File: src/hw/rtl/swmr_pkg.sv
// Shared types, sizes and codes for the sliding window max-range block.
// Used by every module and interface of the block; depends on nothing.
`default_nettype none

package swmr_pkg;

    localparam int WINDOW_MAX = 64;
    localparam int SAMPLE_W   = 32;
    localparam int WLEN_W     = 7;
    localparam int LEN_W      = $clog2(WINDOW_MAX + 1);
    localparam int CNT_W      = (WINDOW_MAX > 1) ? $clog2(WINDOW_MAX) : 1;

    localparam int APB_DATA_W = 32;
    localparam int PADDR_W    = 3;
    localparam logic [PADDR_W-3:0] REG_WINDOW_LEN = '0;

    localparam logic [1:0] ST_IDLE = 2'd0;
    localparam logic [1:0] ST_SCAN = 2'd1;
    localparam logic [1:0] ST_DONE = 2'd2;

    typedef logic signed [SAMPLE_W-1:0] sample_t;
    typedef logic [SAMPLE_W-1:0]        spread_t;
    typedef logic [LEN_W-1:0]           len_t;
    typedef logic [CNT_W-1:0]           cnt_t;
    typedef logic [WLEN_W-1:0]          wlen_t;

    typedef struct packed {
        logic shift;
        logic rotate;
    } chain_ctl_t;

    typedef struct packed {
        logic take;
        logic first;
        logic update;
        logic clear;
    } scan_ctl_t;

    // zero means one, anything above the row length means the whole row
    function automatic len_t eff_len(input wlen_t wl);
        len_t r;
        if (wl == '0)
            r = len_t'(1);
        else if (int'(wl) > WINDOW_MAX)
            r = len_t'(WINDOW_MAX);
        else
            r = len_t'(wl);
        return r;
    endfunction

endpackage

`default_nettype wire

File: src/hw/rtl/swmr_in_if.sv
// Input channel: one sample per transaction, with the end-of-set mark.
// Depends on swmr_pkg.
`default_nettype none

interface swmr_in_if;
    logic              valid;
    logic              ready;
    swmr_pkg::sample_t sample;
    logic              last;

    modport source (output valid, output sample, output last, input ready);
    modport sink (input valid, input sample, input last, output ready);
endinterface

`default_nettype wire

File: src/hw/rtl/swmr_out_if.sv
// Result channel: best spread of a data set and the full-window flag.
// Depends on swmr_pkg.
`default_nettype none

interface swmr_out_if;
    logic              valid;
    logic              ready;
    swmr_pkg::spread_t max_spread;
    logic              full_window_seen;

    modport source (output valid, output max_spread, output full_window_seen, input ready);
    modport sink (input valid, input max_spread, input full_window_seen, output ready);
endinterface

`default_nettype wire

File: src/hw/rtl/sliding_window_max_range_core.sv
// Top level of the sliding window max-range block: sequencer, APB register,
// result register. Depends on swmr_pkg, swmr_in_if, swmr_out_if, swmr_chain, swmr_scan.
//
//   channel   dir   transaction carries
//   in_ch     in    sample, last
//   out_ch    out   max_spread, full_window_seen (one per data set)
//   apb       in    window_len write/read at byte address 0
//
// Each sample is shifted into the cell row, then the row is rotated once
// past the max/min tracker (ST_SCAN), then the spread is folded into the
// best value (ST_DONE). No new sample is taken until the last one is done.
// Reset clears control, values_seen and the best spread; cells hold garbage
// until written. A final sample stalls in its last cycle while a previous
// result is still waiting on out_ch.
`default_nettype none

module sliding_window_max_range_core (
    input  wire logic                            clk,
    input  wire logic                            rst_n,
    swmr_in_if.sink                              in_ch,
    swmr_out_if.source                           out_ch,
    input  wire logic                            psel,
    input  wire logic                            penable,
    input  wire logic                            pwrite,
    input  wire logic [swmr_pkg::PADDR_W-1:0]    paddr,
    input  wire logic [swmr_pkg::APB_DATA_W-1:0] pwdata,
    output logic      [swmr_pkg::APB_DATA_W-1:0] prdata,
    output logic                                 pready
);

    logic [1:0]         state_reg, state_next;
    swmr_pkg::wlen_t    wlen_reg, wlen_next;
    swmr_pkg::len_t     seen_reg, seen_next, seen_inc;
    swmr_pkg::len_t     len_reg, len_next;
    swmr_pkg::cnt_t     cnt_reg, cnt_next;
    logic               eval_reg, eval_next;
    logic               last_reg, last_next;
    logic               out_valid_reg, out_valid_next;
    swmr_pkg::spread_t  out_spread_reg, out_spread_next;
    logic               out_full_reg, out_full_next;

    logic                 in_fire;
    logic                 out_free;
    logic                 proceed;
    logic                 reg_sel;
    swmr_pkg::len_t       len_in;
    swmr_pkg::chain_ctl_t chain_ctl;
    swmr_pkg::scan_ctl_t  scan_ctl;
    swmr_pkg::sample_t    head;
    swmr_pkg::spread_t    best_upd;

    // APB register
    assign reg_sel = (paddr[swmr_pkg::PADDR_W-1:2] == swmr_pkg::REG_WINDOW_LEN);
    assign pready  = 1'b1;
    assign prdata  = reg_sel ? swmr_pkg::APB_DATA_W'(wlen_reg) : '0;

    always_comb
    begin
        wlen_next = wlen_reg;
        if (psel && penable && pwrite && reg_sel)
            wlen_next = pwdata[swmr_pkg::WLEN_W-1:0];
    end

    // handshakes
    assign in_ch.ready  = (state_reg == swmr_pkg::ST_IDLE);
    assign in_fire      = in_ch.valid && in_ch.ready;
    assign out_free     = !out_valid_reg || out_ch.ready;
    assign proceed      = (state_reg == swmr_pkg::ST_DONE) && (!last_reg || out_free);
    assign len_in       = swmr_pkg::eff_len(wlen_reg);
    assign seen_inc     = (seen_reg == swmr_pkg::len_t'(swmr_pkg::WINDOW_MAX))
                          ? seen_reg : seen_reg + swmr_pkg::len_t'(1);

    assign chain_ctl.shift  = in_fire;
    assign chain_ctl.rotate = (state_reg == swmr_pkg::ST_SCAN);

    assign scan_ctl.take   = (state_reg == swmr_pkg::ST_SCAN) && eval_reg
                             && (swmr_pkg::len_t'(cnt_reg) < len_reg);
    assign scan_ctl.first  = (cnt_reg == '0);
    assign scan_ctl.update = proceed && eval_reg;
    assign scan_ctl.clear  = proceed && last_reg;

    always_comb
    begin
        state_next = state_reg;
        seen_next  = seen_reg;
        len_next   = len_reg;
        cnt_next   = cnt_reg;
        eval_next  = eval_reg;
        last_next  = last_reg;
        unique case (state_reg)
            swmr_pkg::ST_IDLE:
            begin
                if (in_fire)
                begin
                    seen_next  = seen_inc;
                    len_next   = len_in;
                    eval_next  = (seen_inc >= len_in);
                    last_next  = in_ch.last;
                    cnt_next   = '0;
                    state_next = swmr_pkg::ST_SCAN;
                end
            end
            swmr_pkg::ST_SCAN:
            begin
                cnt_next = cnt_reg + swmr_pkg::cnt_t'(1);
                if (cnt_reg == swmr_pkg::cnt_t'(swmr_pkg::WINDOW_MAX - 1))
                    state_next = swmr_pkg::ST_DONE;
            end
            swmr_pkg::ST_DONE:
            begin
                if (proceed)
                begin
                    if (last_reg)
                        seen_next = '0;
                    state_next = swmr_pkg::ST_IDLE;
                end
            end
            default:
            begin
                state_next = swmr_pkg::ST_IDLE;
            end
        endcase
    end

    // result register
    always_comb
    begin
        out_spread_next = out_spread_reg;
        out_full_next   = out_full_reg;
        out_valid_next  = out_valid_reg && !out_ch.ready;
        if (proceed && last_reg)
        begin
            out_spread_next = best_upd;
            out_full_next   = eval_reg;
            out_valid_next  = 1'b1;
        end
    end

    assign out_ch.valid            = out_valid_reg;
    assign out_ch.max_spread       = out_spread_reg;
    assign out_ch.full_window_seen = out_full_reg;

    always_ff @(posedge clk or negedge rst_n)
    begin
        if (!rst_n)
        begin
            state_reg     <= swmr_pkg::ST_IDLE;
            wlen_reg      <= swmr_pkg::wlen_t'(1);
            seen_reg      <= '0;
            len_reg       <= swmr_pkg::len_t'(1);
            cnt_reg       <= '0;
            eval_reg      <= 1'b0;
            last_reg      <= 1'b0;
            out_valid_reg <= 1'b0;
        end
        else
        begin
            state_reg     <= state_next;
            wlen_reg      <= wlen_next;
            seen_reg      <= seen_next;
            len_reg       <= len_next;
            cnt_reg       <= cnt_next;
            eval_reg      <= eval_next;
            last_reg      <= last_next;
            out_valid_reg <= out_valid_next;
        end
    end

    always_ff @(posedge clk)
    begin
        out_spread_reg <= out_spread_next;
        out_full_reg   <= out_full_next;
    end

    swmr_chain u_chain (
        .clk    (clk),
        .ctl    (chain_ctl),
        .sample (in_ch.sample),
        .head   (head)
    );

    swmr_scan u_scan (
        .clk      (clk),
        .rst_n    (rst_n),
        .ctl      (scan_ctl),
        .head     (head),
        .best_upd (best_upd)
    );

    a_result_from_done: assert property (@(posedge clk) disable iff (!rst_n)
        $rose(out_valid_reg) |-> $past(state_reg == swmr_pkg::ST_DONE && last_reg))
        else $error("result raised outside end of data set");

    a_seen_bound: assert property (@(posedge clk) disable iff (!rst_n)
        int'(seen_reg) <= swmr_pkg::WINDOW_MAX)
        else $error("values_seen beyond row length");

    a_accept_starts_scan: assert property (@(posedge clk) disable iff (!rst_n)
        in_fire |=> (state_reg == swmr_pkg::ST_SCAN && cnt_reg == '0))
        else $error("accepted sample did not start a scan");

    a_set_clears: assert property (@(posedge clk) disable iff (!rst_n)
        (proceed && last_reg) |=> (seen_reg == '0 && state_reg == swmr_pkg::ST_IDLE))
        else $error("data set state not cleared after result");

endmodule

`default_nettype wire

File: src/hw/rtl/swmr_cell.sv
// One window cell: holds a sample, takes its left neighbor on a shift and
// its right neighbor on a rotate. Depends on swmr_pkg.
`default_nettype none

module swmr_cell (
    input  wire logic                 clk,
    input  swmr_pkg::chain_ctl_t      ctl,
    input  swmr_pkg::sample_t         left_in,
    input  swmr_pkg::sample_t         right_in,
    output swmr_pkg::sample_t         value
);

    swmr_pkg::sample_t value_reg;
    swmr_pkg::sample_t value_next;

    always_comb
    begin
        priority if (ctl.shift)
            value_next = left_in;
        else if (ctl.rotate)
            value_next = right_in;
        else
            value_next = value_reg;
    end

    always_ff @(posedge clk)
    begin
        value_reg <= value_next;
    end

    assign value = value_reg;

endmodule

`default_nettype wire

File: src/hw/rtl/swmr_chain.sv
// Row of window cells. Shift brings a new sample into cell 0; rotate moves
// every cell one place toward cell 0, wrapping cell 0 to the far end.
// Depends on swmr_pkg and swmr_cell.
`default_nettype none

module swmr_chain (
    input  wire logic            clk,
    input  swmr_pkg::chain_ctl_t ctl,
    input  swmr_pkg::sample_t    sample,
    output swmr_pkg::sample_t    head
);

    swmr_pkg::sample_t cell_value [swmr_pkg::WINDOW_MAX];

    for (genvar i = 0; i < swmr_pkg::WINDOW_MAX; i++)
    begin : g_cell
        swmr_pkg::sample_t left_in;
        swmr_pkg::sample_t right_in;

        if (i == 0)
        begin : g_first
            assign left_in = sample;
        end
        else
        begin : g_inner_l
            assign left_in = cell_value[i-1];
        end

        if (i == swmr_pkg::WINDOW_MAX - 1)
        begin : g_last
            assign right_in = cell_value[0];
        end
        else
        begin : g_inner_r
            assign right_in = cell_value[i+1];
        end

        swmr_cell u_cell (
            .clk      (clk),
            .ctl      (ctl),
            .left_in  (left_in),
            .right_in (right_in),
            .value    (cell_value[i])
        );
    end

    assign head = cell_value[0];

endmodule

`default_nettype wire

File: src/hw/rtl/swmr_scan.sv
// Window max/min tracker fed from the head of the cell row, and the best
// spread of the current data set. Depends on swmr_pkg.
`default_nettype none

module swmr_scan (
    input  wire logic           clk,
    input  wire logic           rst_n,
    input  swmr_pkg::scan_ctl_t ctl,
    input  swmr_pkg::sample_t   head,
    output swmr_pkg::spread_t   best_upd
);

    swmr_pkg::sample_t max_reg, max_next;
    swmr_pkg::sample_t min_reg, min_next;
    swmr_pkg::spread_t best_reg, best_next;

    logic signed [swmr_pkg::SAMPLE_W:0] diff;
    swmr_pkg::spread_t                  spread;

    always_comb
    begin
        max_next = max_reg;
        min_next = min_reg;
        if (ctl.take)
        begin
            if (ctl.first || head > max_reg)
                max_next = head;
            if (ctl.first || head < min_reg)
                min_next = head;
        end
    end

    // max - min never exceeds the unsigned sample range
    assign diff   = (swmr_pkg::SAMPLE_W+1)'(max_reg) - (swmr_pkg::SAMPLE_W+1)'(min_reg);
    assign spread = diff[swmr_pkg::SAMPLE_W-1:0];

    assign best_upd = (ctl.update && spread > best_reg) ? spread : best_reg;

    always_comb
    begin
        best_next = ctl.clear ? '0 : best_upd;
    end

    always_ff @(posedge clk)
    begin
        max_reg <= max_next;
        min_reg <= min_next;
    end

    always_ff @(posedge clk or negedge rst_n)
    begin
        if (!rst_n)
            best_reg <= '0;
        else
            best_reg <= best_next;
    end

endmodule

`default_nettype wire

File: src/flat_wrapper.sv
// flat-port wrapper written by rule: the top's interface ports become plain ports
module sliding_window_max_range_core_flat 
  (clk, rst_n, psel, penable, pwrite, paddr, pwdata, prdata, pready, in_ch_valid, in_ch_sample, in_ch_last, in_ch_ready, out_ch_valid, out_ch_max_spread, out_ch_full_window_seen, out_ch_ready);
  swmr_in_if in_ch_i ();
  swmr_out_if out_ch_i ();
  input  wire logic clk;
  input  wire logic rst_n;
  input  wire logic psel;
  input  wire logic penable;
  input  wire logic pwrite;
  input  wire logic [swmr_pkg::PADDR_W-1:0] paddr;
  input  wire logic [swmr_pkg::APB_DATA_W-1:0] pwdata;
  output logic      [swmr_pkg::APB_DATA_W-1:0] prdata;
  output logic pready;
  input wire logic [$bits(in_ch_i.valid)-1:0] in_ch_valid;
  input wire logic [$bits(in_ch_i.sample)-1:0] in_ch_sample;
  input wire logic [$bits(in_ch_i.last)-1:0] in_ch_last;
  output wire logic [$bits(in_ch_i.ready)-1:0] in_ch_ready;
  output wire logic [$bits(out_ch_i.valid)-1:0] out_ch_valid;
  output wire logic [$bits(out_ch_i.max_spread)-1:0] out_ch_max_spread;
  output wire logic [$bits(out_ch_i.full_window_seen)-1:0] out_ch_full_window_seen;
  input wire logic [$bits(out_ch_i.ready)-1:0] out_ch_ready;
  assign in_ch_i.valid = in_ch_valid;
  assign in_ch_i.sample = in_ch_sample;
  assign in_ch_i.last = in_ch_last;
  assign in_ch_ready = in_ch_i.ready;
  assign out_ch_valid = out_ch_i.valid;
  assign out_ch_max_spread = out_ch_i.max_spread;
  assign out_ch_full_window_seen = out_ch_i.full_window_seen;
  assign out_ch_i.ready = out_ch_ready;
  sliding_window_max_range_core u_core (.clk(clk), .rst_n(rst_n), .in_ch(in_ch_i), .out_ch(out_ch_i), .psel(psel), .penable(penable), .pwrite(pwrite), .paddr(paddr), .pwdata(pwdata), .prdata(prdata), .pready(pready));
endmodule
File: config.mk
export PLATFORM = sky130hd
export DESIGN_NAME = sliding_window_max_range_core_flat
export DESIGN_NICKNAME = d
export VERILOG_FILES = /design/src/hw/rtl/swmr_pkg.sv /design/src/hw/rtl/swmr_in_if.sv /design/src/hw/rtl/swmr_out_if.sv /design/src/hw/rtl/sliding_window_max_range_core.sv /design/src/hw/rtl/swmr_cell.sv /design/src/hw/rtl/swmr_chain.sv /design/src/hw/rtl/swmr_scan.sv /design/src/flat_wrapper.sv
export SDC_FILE = /design/constraint.sdc
export NUM_CORES = 2
export LEC_CHECK = 0
export BUFFER_PORTS_ARGS = -buffer_cell sky130_fd_sc_hd__buf_2
export CAP_MARGIN = 20
export CORE_ASPECT_RATIO = 1.75
export CORE_UTILIZATION = 45
export CTS_BUF_LIST = sky130_fd_sc_hd__clkbuf_16
export DETAILED_ROUTE_END_ITERATION = 7
export PLACE_DENSITY_LB_ADDON = 0.1
export SYNTH_ARGS = -nofsm -noshare
export SYNTH_HDL_FRONTEND = slang
export SYNTH_SLANG_ARGS = --single-unit
export TNS_END_PERCENT = 20
File: constraint.sdc
create_clock -name clk -period 54.1 [get_ports clk]
set_input_delay 0 -clock clk [delete_from_list [all_inputs] [get_ports clk]]
set_output_delay 0 -clock clk [all_outputs]
set_load 0.03 [all_outputs]
==> flow_metrics.tcl <==
set metrics [dict create \
    setup_viol 0 \
    leakage_nw 48.4 \
    hold_viol_final 0 \
    fill_cells 19880 \
    synth_top_area_frac 0.665 \
    yosys_warnings 0 \
    grtUsageTotal 0.171 \
    hpwl_um 110000 \
    rsz0062_at_grt "false" \
    placedInstanceArea_mm2 0.0996 \
    async_reset_ff_frac 0.0290 \
    pwr-share-seq 0.567 \
    ir_drop_mv 0.0304 \
    cts-root-buf "clkbuf_16" \
    setup_tns_ns 0 \
    drcViolationCount 0 \
    rows 225 \
    largest_reg_flops 2048 \
    die_h_um 616 \
    p_sw_frac 0.302 \
    outcome "finished, final reports clean" \
    vias 63618 \
    portBuffers 89 \
    multi_input_area_mm2 0.0285 \
    fin_area_mm2 0.107 \
    synthDistinctLibCells 68 \
    coreArea_mm2 0.214 \
    min_period_ns 6.10 \
    worst_pin_slew_ns 1.27 \
    comb_power_share 0.196 \
    clkTransAtPathRegs_ns 0.06 \
    netlist_area_mm2 0.0969 \
    clkSinkCount 2209 \
    area_growth_pct 10.8 \
    grt_pass1_wl_um 316000 \
    dieArea_mm2 0.217 \
    clock_skew_ns 0.0260 \
    syn_inst 9687 \
    drive_gt1_frac 0.0510 \
    synth-seq-area-share 0.682 \
    powerDensity_mw_per_mm2 57.4 \
    grt_max_degree 241 \
    yosysTopAreaCell "edfxtp_1" \
    grt.overflow.total 0 \
    crit_required_ns 54.55 \
    timing.slew.headroom 0.153 \
    dr.pass1.iters 5 \
    criticalPathCategory "reg -> reg" \
    regArea_mm2 0.0660 \
    period_share 0.113 \
    synth-seq-cells 2209 \
    clkPwrFrac 0.238 \
    clock_path_buffers 4 \
    ios 143 \
    startpoint_type "flip-flop" \
    ys.flop_type "edfxtp_1" \
    endpoint_kind "flip-flop" \
    via_per_inst 5.02 \
    antenna_found_initial 8 \
    worstPathArrival_ns 6.55 \
    maxCapViolations 0 \
    grt_pass1_vias 63972 \
    ys_top_cells_by_area "edfxtp_1 66%, nand2_1 24%, ha_1 1.8%, clkbuf_1 1.8%, dfrtp_1 1.6%" \
    postSynthAreaPerCell_um2 10.0 \
    start_util 0.452 \
    routed_wl_um 189000 \
    routedWlPerCell_um 14.9 \
    htree_levels 4 \
    nets 9889 \
    dieWidth_um 353 \
    cts_buffers 216 \
    cts_tree "done" \
    intPower_mw 4.30 \
    ant_nets 0 \
    worstSkewPairLatency_ns 0.84 \
    drt-initial-drc-count 4599 \
    p_switching_mw 1.86 \
    max_freq_ghz 0.164 \
    hold_path_class "in -> reg" \
    synth_edf_count 2145 \
    gp_congestion 0.815 \
    drv_slew 0 \
    path_max_fanout 191 \
]
path summary, 6_finish.rpt:
check	startpoint	endpoint	slack, ns	depth (start not counted)
max	u_core.state_reg[0]	u_core.u_chain.g_cell[20].u_cell.value[5]	48.00	8
min reg2reg	u_core.len_reg[2]	u_core.len_reg[2]	0.48	2
min	in_ch_sample[31]	u_core.u_chain.g_cell[0].u_cell.value[31]	0.07	4
max in group asynchronous	rst_n	u_core.u_scan.best_reg[20]	52.97	4
min in group asynchronous	rst_n	u_core.u_scan.best_reg[26]	0.46	4
max reg2reg	u_core.state_reg[0]	u_core.u_chain.g_cell[20].u_cell.value[5]	48.00	8
power groups by stage:
stage / combinational (mW) / sequential (mW) / clock (mW)
floorplan: 0.926 / 3.71 / 0
global placement: 1.17 / 3.51 / 0
detailed placement: 1.22 / 3.53 / 0
CTS: 1.23 / 3.51 / 1.52
global route: 1.42 / 3.61 / 1.58
finish: 1.21 / 3.49 / 1.46
worst max-delay path, cell delays in order, from the launching register on:
cell and delay, ns:
dfrtp_1 0.41, nor2_1 0.39, and2_4 0.52, nor2_1 0.24
inv_8 0.55, buf_12 0.82, buf_12 0.71, buf_12 0.63
buf_4 0.81
through the flow:
stage          power (mW)  setup WS, ns   util  hold slack [ns]  instances
6_report             6.17         48.00  0.501           0.0696      12671
4_1_cts              6.26         47.61  0.500          0.00999      12663
3_5_place_dp         4.75         47.59  0.465           -0.100      12199
5_1_grt              6.61         47.48  0.501           0.0462      12669
3_3_place_gp         4.68         47.78  0.465           -0.104      12199
2_1_floorplan        4.63         10.25      -           -0.296       9711
per-layer routing:
| layer | wire, um | vias up | GRT usage |
|---|---|---|---|
| met2 | 95900 | 693 | 0.303 |
| met5 | 13 | - | 0 |
| met4 | 4180 | 2 | 0.0458 |
| met3 | 5830 | 242 | 0.0220 |
| li1 | - | 31385 | - |
| met1 | 83000 | 31296 | 0.219 |
cell families after synthesis:
kind of cell,Yosys count,share of synthesized area
buf+inv,619,0.0254
fa+ha+maj,143,0.0185
mux,35,0.00402
other cells,2,0.0000775
xor+xnor,38,0.00344
compound gates,226,0.0152
flops,2209,0.682
simple gates,6415,0.252
Yosys cell counts (22+ instances only):
master and number:
xnor2_1 27, and2_1 22, nand3_1 24, nand2_1 6234, a21o_1 34, dfrtp_1 62, edfxtp_1 2145, inv_1 117
mux2_2 31, buf_4 26, o21ai_0 45, clkbuf_1 465, a21oi_1 74, nor2_1 48, ha_1 142
area by class of cell:
| type | instances | area share |
|---|---|---|
| antenna | 4 | 0.0000932 |
| clock buffer | 223 | 0.0520 |
| clock inverter | 154 | 0.0105 |
| inverter | 119 | 0.00423 |
| multi-input combinational | 6883 | 0.266 |
| sequential | 2209 | 0.615 |
| tap | 2837 | 0.0331 |
| timing repair buffer | 242 | 0.0196 |
cells in the final DEF, fill, tap and decap left out, types with 5 or more instances in the layout:
| cell type | count |
|---|---|
| nand2_1 | 6233 |
| edfxtp_1 | 2145 |
| clkbuf_16 | 223 |
| inv_1 | 158 |
| ha_1 | 142 |
| buf_2 | 89 |
| dlygate4sd3_1 | 87 |
| a21oi_1 | 73 |
| dfrtp_1 | 62 |
| nor2_1 | 48 |
| clkinv_1 | 46 |
| o21ai_0 | 45 |
| buf_4 | 45 |
| clkinv_2 | 39 |
| a21o_1 | 34 |
| mux2_2 | 31 |
| xnor2_1 | 27 |
| conb_1 | 26 |
| nand3_1 | 24 |
| nand4_1 | 21 |
| and2_1 | 21 |
| bufinv_16 | 17 |
| buf_12 | 17 |
| nor2b_1 | 16 |
| nor3_1 | 13 |
| xor2_1 | 11 |
| o211ai_1 | 10 |
| a211oi_1 | 9 |
| nand2b_1 | 9 |
| and3_1 | 9 |
| clkinvlp_4 | 8 |
| o21ai_1 | 6 |
| o31ai_1 | 6 |
| a31oi_1 | 6 |
| o21a_1 | 5 |
timing repair:
item | in CTS | in global routing
buffers inserted | 0 | 0
hold buffers | 87 | 0
endpoints found under the hold margin | 158 | 0
gates resized for setup | 0 | 0
Power figures use the tool's default switching activity.
